[src/hdl/uhpft_pkg.sv]
// Shared types and constants for the hub port feature tracker.
`timescale 1ns / 1ps

package uhpft_pkg;

  // Number of hub ports, port 0 is the hub itself (2 to 8)
  localparam int unsigned PORTS = 3;
  localparam int unsigned PortW = (PORTS > 1) ? $clog2(PORTS) : 1;

  // Status word bit positions
  localparam int unsigned FeatLimit     = 32;
  localparam int unsigned BitConnection = 0;
  localparam int unsigned BitEnable     = 1;
  localparam int unsigned BitReset      = 4;
  localparam int unsigned BitCConnect   = 16;
  localparam int unsigned BitCReset     = 20;

  localparam logic [31:0] ConnectBits =
    (32'd1 << BitConnection) | (32'd1 << BitCConnect);

  // Request kinds
  typedef enum logic [2:0] {
    MODE_SET    = 3'd0,
    MODE_CLEAR  = 3'd1,
    MODE_GET    = 3'd2,
    MODE_TAKEN  = 3'd3,
    MODE_REINIT = 3'd4
  } mode_e;

  typedef struct packed {
    mode_e       mode;
    logic [7:0]  feature_sel;
    logic [15:0] port_index;
  } req_t;

  typedef struct packed {
    logic        accepted;
    logic [31:0] status_word;
    logic        report_valid;
    logic [7:0]  report_mask;
  } res_t;

endpackage

[src/hdl/uhpft_core.sv]
// Port status register file, change mask and request decode.
`timescale 1ns / 1ps

module uhpft_core
  import uhpft_pkg::*;
(
  input  logic clk_i,
  input  logic rst_ni,
  input  logic en_i,     // commit the request on this edge
  input  req_t req_i,
  output res_t res_o
);

  logic [31:0] status_q [PORTS];
  logic [31:0] status_d [PORTS];
  logic [7:0]  mask_q, mask_d;

  logic             feat_ok, sc_port_ok, gs_port_ok, sc_ok;
  logic [PortW-1:0] idx;
  logic [31:0]      word, bit_sel, new_word;
  logic             hit, flip, mark;

  // Range checks and read of the addressed port
  always_comb begin
    feat_ok    = (32'(req_i.feature_sel) < FeatLimit);
    sc_port_ok = (32'(req_i.port_index[7:0]) < PORTS);
    gs_port_ok = (32'(req_i.port_index) < PORTS);
    sc_ok      = feat_ok && sc_port_ok;
    idx        = req_i.port_index[PortW-1:0];
    word       = status_q[idx];
    bit_sel    = 32'd1 << req_i.feature_sel[4:0];
    hit        = |(word & bit_sel);
  end

  // Next status word and change mask
  always_comb begin
    flip     = 1'b0;
    new_word = word;
    mask_d   = mask_q;
    for (int p = 0; p < PORTS; p++) begin
      status_d[p] = status_q[p];
    end
    res_o = '0;

    case (req_i.mode)
      MODE_SET: begin
        if (sc_ok) begin
          res_o.accepted = 1'b1;
          flip           = !hit;
          new_word       = word | bit_sel;
          // port reset completes at once: reset change and enable instead
          if (req_i.feature_sel == 8'(BitReset)) begin
            new_word = (new_word & ~(32'd1 << BitReset))
                     | (32'd1 << BitCReset) | (32'd1 << BitEnable);
          end
        end
      end
      MODE_CLEAR: begin
        if (sc_ok) begin
          res_o.accepted = 1'b1;
          flip           = hit;
          new_word       = word & ~bit_sel;
        end
      end
      MODE_GET: begin
        if (gs_port_ok) begin
          res_o.accepted    = 1'b1;
          res_o.status_word = word;
        end
      end
      MODE_TAKEN: begin
        res_o.accepted = 1'b1;
        mask_d         = '0;
      end
      MODE_REINIT: begin
        res_o.accepted = 1'b1;
        for (int p = 1; p < PORTS; p++) begin
          status_d[p] = ConnectBits;
        end
      end
      default: begin
        res_o.accepted = 1'b0;
      end
    endcase

    // Only bits below the change half mark the port
    mark = flip && !req_i.feature_sel[4];
    if (flip) begin
      status_d[idx] = new_word;
    end
    if (mark) begin
      mask_d = mask_q | (8'd1 << idx);
    end

    if ((req_i.mode == MODE_SET || req_i.mode == MODE_CLEAR) && mask_d != mask_q) begin
      res_o.report_valid = 1'b1;
      res_o.report_mask  = mask_d;
    end
  end

  // State registers
  always_ff @(posedge clk_i or negedge rst_ni) begin
    if (!rst_ni) begin
      for (int p = 0; p < PORTS; p++) begin
        status_q[p] <= (p == 0) ? 32'd0 : ConnectBits;
      end
      mask_q <= '0;
    end else if (en_i) begin
      for (int p = 0; p < PORTS; p++) begin
        status_q[p] <= status_d[p];
      end
      mask_q <= mask_d;
    end
  end

  // Checks
  a_taken_clears: assert property (@(posedge clk_i) disable iff (!rst_ni)
    en_i && req_i.mode == MODE_TAKEN |=> mask_q == '0)
    else $error("change mask not cleared after report taken");

  a_stall_keeps_mask: assert property (@(posedge clk_i) disable iff (!rst_ni)
    en_i && !res_o.accepted |=> $stable(mask_q))
    else $error("stalled request changed the change mask");

  a_report_accepted: assert property (@(posedge clk_i) disable iff (!rst_ni)
    en_i && res_o.report_valid |-> res_o.accepted && res_o.report_mask != '0)
    else $error("report on a stalled request or with an empty mask");

  a_hub_word_reinit: assert property (@(posedge clk_i) disable iff (!rst_ni)
    en_i && req_i.mode == MODE_REINIT |=> $stable(mask_q) && status_q[0] == $past(status_q[0]))
    else $error("reinit touched the change mask or the hub word");

endmodule

[src/hdl/usb_hub_port_feature_tracker.sv]
// Top level: stream handshake around the hub port feature tracker.
// Path: a request accepted into the input register is decoded by the core
// and its result is captured in the result register, which drives tvalid.
// Throughput: one request per cycle while m_axis_tready does not stall it.
// Reset: asynchronous, active low; both stages empty, hub word zero, other
// ports hold the connect bits, change mask zero.
`timescale 1ns / 1ps

module usb_hub_port_feature_tracker
  import uhpft_pkg::*;
(
  input  logic        clk_i,
  input  logic        rst_ni,
  input  logic        s_axis_tvalid,
  output logic        s_axis_tready,
  input  logic [23:0] s_axis_tdata,  // feature_sel[7:0], port_index[23:8]
  input  logic [2:0]  s_axis_tuser,  // mode[2:0]
  output logic        m_axis_tvalid,
  input  logic        m_axis_tready,
  output logic [47:0] m_axis_tdata   // accepted[0], status_word[32:1],
                                     // report_valid[33], report_mask[41:34]
);

  logic in_valid_q;
  req_t in_req_q;
  logic out_valid_q;
  res_t out_res_q;
  res_t res;
  logic out_free, advance;

  // Stage control: the request commits when the result register has room
  assign out_free      = !out_valid_q || m_axis_tready;
  assign advance       = in_valid_q && out_free;
  assign s_axis_tready = !in_valid_q || out_free;

  // Input register
  always_ff @(posedge clk_i or negedge rst_ni) begin
    if (!rst_ni) begin
      in_valid_q <= 1'b0;
    end else if (s_axis_tready) begin
      in_valid_q <= s_axis_tvalid;
    end
  end

  always_ff @(posedge clk_i) begin
    if (s_axis_tready && s_axis_tvalid) begin
      in_req_q.mode        <= mode_e'(s_axis_tuser);
      in_req_q.feature_sel <= s_axis_tdata[7:0];
      in_req_q.port_index  <= s_axis_tdata[23:8];
    end
  end

  uhpft_core u_core (
    .clk_i  (clk_i),
    .rst_ni (rst_ni),
    .en_i   (advance),
    .req_i  (in_req_q),
    .res_o  (res)
  );

  // Result register
  always_ff @(posedge clk_i or negedge rst_ni) begin
    if (!rst_ni) begin
      out_valid_q <= 1'b0;
    end else if (out_free) begin
      out_valid_q <= in_valid_q;
    end
  end

  always_ff @(posedge clk_i) begin
    if (advance) begin
      out_res_q <= res;
    end
  end

  assign m_axis_tvalid = out_valid_q;
  assign m_axis_tdata  = {6'd0, out_res_q.report_mask, out_res_q.report_valid,
                          out_res_q.status_word, out_res_q.accepted};

endmodule
[config.mk]
export PLATFORM = sky130hd
export DESIGN_NAME = usb_hub_port_feature_tracker
export DESIGN_NICKNAME = d
export VERILOG_FILES = /design/src/hdl/uhpft_pkg.sv /design/src/hdl/uhpft_core.sv /design/src/hdl/usb_hub_port_feature_tracker.sv
export SDC_FILE = /design/constraint.sdc
export NUM_CORES = 1
export LEC_CHECK = 0
export BUFFER_PORTS_ARGS = -buffer_cell sky130_fd_sc_hd__buf_4
export CAP_MARGIN = 20
export CORE_UTILIZATION = 59
export CTS_CLUSTER_DIAMETER = 80
export DETAILED_ROUTE_END_ITERATION = 10
export GPL_ROUTABILITY_DRIVEN = 0
export GPL_TIMING_DRIVEN = 0
export PLACE_DENSITY = 0.79
export SLEW_MARGIN = 40
export SYNTH_ARGS = -nofsm -noshare
export SYNTH_HDL_FRONTEND = slang
export SYNTH_SLANG_ARGS = --single-unit
[constraint.sdc]
create_clock -name clk_i -period 3.2 [get_ports clk_i]
set_input_delay 0.64 -clock clk_i [delete_from_list [all_inputs] [get_ports clk_i]]
set_output_delay 0.64 -clock clk_i [all_outputs]
set_load 0.03 [all_outputs]
==> results by stage <==
Outcome:
- The run finished, with violations left.
- The final reports fail on negative setup slack.

Timing:
- The accumulated negative setup slack is -0.382 ns.
- The relative slew slack is 0.410.
- The maximum clock frequency is 0.308 GHz.
- For the finished layout, the period the worst path requires is 3.24 ns.
- Setup repair after global routing could not meet its margin everywhere.
- The final number of max-transition violations is 0.
- For the pin with the worst max-slew slack, the measured transition is 0.876 ns.
- The worst hold slack after final layout is 0.0723 ns.
- After layout, the worst setup slack is -0.0444 ns.
- Setup violations remaining at the end of the flow were counted as 22.
- The hold violation count in the final report was 0.
- Dividing the final minimum period by the clock period gives 1.01.
- The final setup skew is 0.00882 ns.

Synthesis:
- The count of unique library cells instantiated by Yosys is 60.
- The count of flip-flops with a built-in enable after synthesis is 69.
- The sequential-to-total area share from yosys stat is 0.566.
- The gate count of the mapped netlist is 746.
- The post-synthesis cell area is 8360 sq um.
- The number of warnings printed during yosys synthesis is 0.
- The dominant register cell in the synthesized netlist is dfrtp_1.
- In the synthesized netlist the async set-or-reset flop fraction comes to 0.606.
- Averaged over all synthesized cells, the footprint is 11.2 sq um.
- The flop and latch count out of synthesis is 175.

Place:
- The number of buffers added on ports is 74.
- The worst setup slack before clock tree synthesis is -0.598 ns.
- The half-perimeter wire length after detailed placement is 15400 um.

Hold path:
- The path class of the tightest hold or removal check is in2async.

Worst setup path:
- STA classifies the critical path startpoint as a flop.
- At the worst endpoint, the arrival time is 3.57 ns.
- Counting cells, the worst reg-to-reg path comes to 13.
- The endpoint of the worst register-to-register path is u_core.status_q[85].
- The path type of the worst setup path is reg2reg.
- The worst-path maximum fanout is 5.
- The startpoint identified for the worst register-to-register timing path is in_req_q[1].
- The setup slack of the worst register-to-register path is -0.04 ns.
- STA classifies the critical path endpoint as a flop.
- At the worst endpoint, the required time is 3.53 ns.

Global route:
- The initial antenna violation count came to 0.
- The first global-routing pass estimated 36100 um of wire.
- Entering global routing, the biggest net connects 107 pins.
- In the global route stage, overall resource usage came out at 0.332.
- The number of global-route vias before repair is 6792.
- The residual overflow from global routing is 0.

Detailed routing:
- The routed design has 24600 um of wire.
- The detailed-route via count is 7019.
- The number of design rule violations left after detail routing is 0.
- In this run the remaining antenna-violating nets after routing total 0.
- The detailed-route vias per instance is 6.60.
- After the first detailed-routing iteration, the DRC count stood at 854.
- In the final routed layout, each cell accounts on average for 23.2 um.
- The first detailed-routing pass took 6 iterations.

Final layout:
- Once layout is complete, the utilization of the core stands at 0.769.
- The share of layout cells above drive strength 1 is 0.289.
- Relative to the synthesized area, the layout overhead comes to 27.2%.
- 0 antenna diodes ended up in the layout.
- The number of nets at the end of the flow is 901.

Floorplanning:
- The number of top-level pins is 81.
- The initial standard-cell utilization of the core is 0.604.
- The placeable core region is 13800 sq um.
- The floorplan die width is 121 um.
- The vertical die dimension is 121 um.
- The row count is 43.
- The die covers 14600 sq um.

Clock tree:
- Counting the buffers created by CTS gives 17.
- The library cell used as clock root buffer is clkbuf_16.
- After clock tree synthesis, the clock-pin slew on the worst setup and hold paths is 0.07 ns.
- No sink is reached through more buffers than the 2 on the longest clock path.
- The clock sink count is 175.
- The H-tree was split into 4 levels.
- For the worst-skew pair, the clock arrives at the later sink with an insertion delay of 0.45 ns.
- TritonCTS built the clock tree.

Pwr:
- In this run the static leakage power is 4.40 nW.
- Power spread over the standard cell area amounts to 483 nW/um^2.
- The worst-case vdd ir drop is 0.391 mV.

Run:
- The max-capacitance violation count is 0.
==> per-layer routing <==
metal | vias to the layer above | global-route usage | wire length [um]
li1 | 2930 | - | -
met1 | 3440 | 0.417 | 8980
met2 | 526 | 0.519 | 11800
met3 | 123 | 0.0785 | 2680
met4 | 0 | 0.204 | 1200
met5 | - | 0 | 0
==> metrics by stage <==
stage / instance area, sq um / instances / power [mW]
2_1_floorplan: 8370 / 751 / 2.79
3_3_place_gp: 9160 / 1005 / 2.98
3_5_place_dp: 9210 / 1006 / 3.00
4_1_cts: 10200 / 1049 / 5.06
5_1_grt: 10600 / 1063 / 5.27
6_report: 10600 / 1063 / 5.14
==> Yosys cell counts, types with 6 or more instances <==
master | number | area, sq um
dfrtp_1 | 102 | 2550
mux2_1 | 6 | 67.6
mux2_2 | 11 | 124
a31oi_1 | 12 | 75.1
o31ai_1 | 8 | 60.1
buf_2 | 12 | 60.1
nor3b_1 | 6 | 45.0
buf_4 | 12 | 90.1
a21oi_1 | 19 | 95.1
edfxtp_1 | 69 | 2070
nor2_1 | 58 | 218
mux2i_1 | 86 | 861
nand2_1 | 82 | 308
o21ai_0 | 14 | 70.1
and2_1 | 8 | 50.1
clkbuf_1 | 31 | 116
a32o_1 | 11 | 110
nand2b_1 | 11 | 68.8
nand3_1 | 13 | 65.1
nor3_1 | 8 | 40.0
a2bb2oi_1 | 8 | 70.1
o2bb2ai_1 | 12 | 105
inv_1 | 46 | 173
o22ai_1 | 34 | 213
==> placed cells by master, fill, tap and decap left out, types with 6 or more instances in the layout <==
master     synthesis  routed
nor2_1            58      56
o2bb2ai_1         12       9
a21oi_1           19      12
a2bb2oi_2          2       6
a32o_1            11      11
nand2_1           82      82
a21oi_2            0       7
and2_1             8       7
buf_6              2       8
o22ai_1           34      33
buf_4             12     106
clkbuf_1          31      20
mux2i_2            0       6
mux2i_4            0       7
conb_1             1       6
nand3_1           13      11
mux2_2            11      11
dfrtp_1          102     102
clkbuf_16          0      21
a31oi_1           12      11
o21ai_0           14      10
edfxtp_1          69      69
nand2b_1          11      11
inv_1             46      45
clkbuf_4           0       6
nor3b_1            6       6
mux2i_1           86      73
==> repair_timing <==
item                                    4_1_cts  5_1_grt
gates cloned                                  1        2
hold buffers                                  0        0
resized for setup                            66       64
pin swaps                                     3        8
endpoints found under the setup margin      107      104
buffers inserted                             11       14
==> critical path, cell delays in order, from the launching register on <==
cell	delay, ns
edfxtp_1	0.34
buf_6	0.16
clkbuf_16	0.17
buf_12	0.15
mux2i_1	0.20
nor2_1	0.08
a21oi_2	0.27
o21ai_0	0.17
a31o_1	0.30
nor3_4	0.23
buf_6	0.15
mux2i_4	0.29
bufbuf_16	0.31
mux2_1	0.31
==> flip-flops by register name, summed over array words and instances (netlist names) <==
signal and flops:
u_core.status_q 96, in_req_q 27, m_axis_tvalid 1, in_valid_q 1, m_axis_tdata 42, u_core.mask_q 8
==> worst max-delay path by stage <==
stage	slack, ns	startpoint	endpoint	cells after the start
6_report	-0.04	in_req_q[1]	u_core.status_q[85]	13
5_1_grt	-0.16	in_req_q[1]	u_core.status_q[7]	13
4_1_cts	0.03	in_req_q[1]	u_core.status_q[84]	14
3_5_place_dp	-0.60	in_req_q[0]	u_core.status_q[29]	10
3_3_place_gp	-0.59	m_axis_tready	u_core.status_q[89]	8
2_1_floorplan	0.24	m_axis_tready	u_core.status_q[85]	7
==> final cells by class <==
type                            instances  area, sq um
Buffer                                 54          413
Clock buffer                           23          531
Clock inverter                          9         66.3
Fill cell                             789         3200
Inverter                               47          179
Multi-Input combinational cell        471         3590
Sequential cell                       175         4730
Tap cell                              180          225
Timing Repair Buffer                  104          896
==> cells by family (layout without fill, tap and decap cells) <==
family                 count (synthesis)  after routing  share of synthesized area
AND/OR/NAND/NOR                      211            211                      0.117
flip-flops                           175            175                      0.566
AO/OA/AOI/OAI                        147            147                      0.128
multiplexers                         106            106                      0.131
buffers and inverters                105            237                     0.0562
other                                  1              6                   0.000449
XOR/XNOR                               1              1                    0.00105
==> power by group <==
part | internal, mW | switching, mW
Combinational | 0.236 | 0.403
Clock | 1.18 | 0.883
Sequential | 2.41 | 0.0290
(Power assumes the default switching activity.)
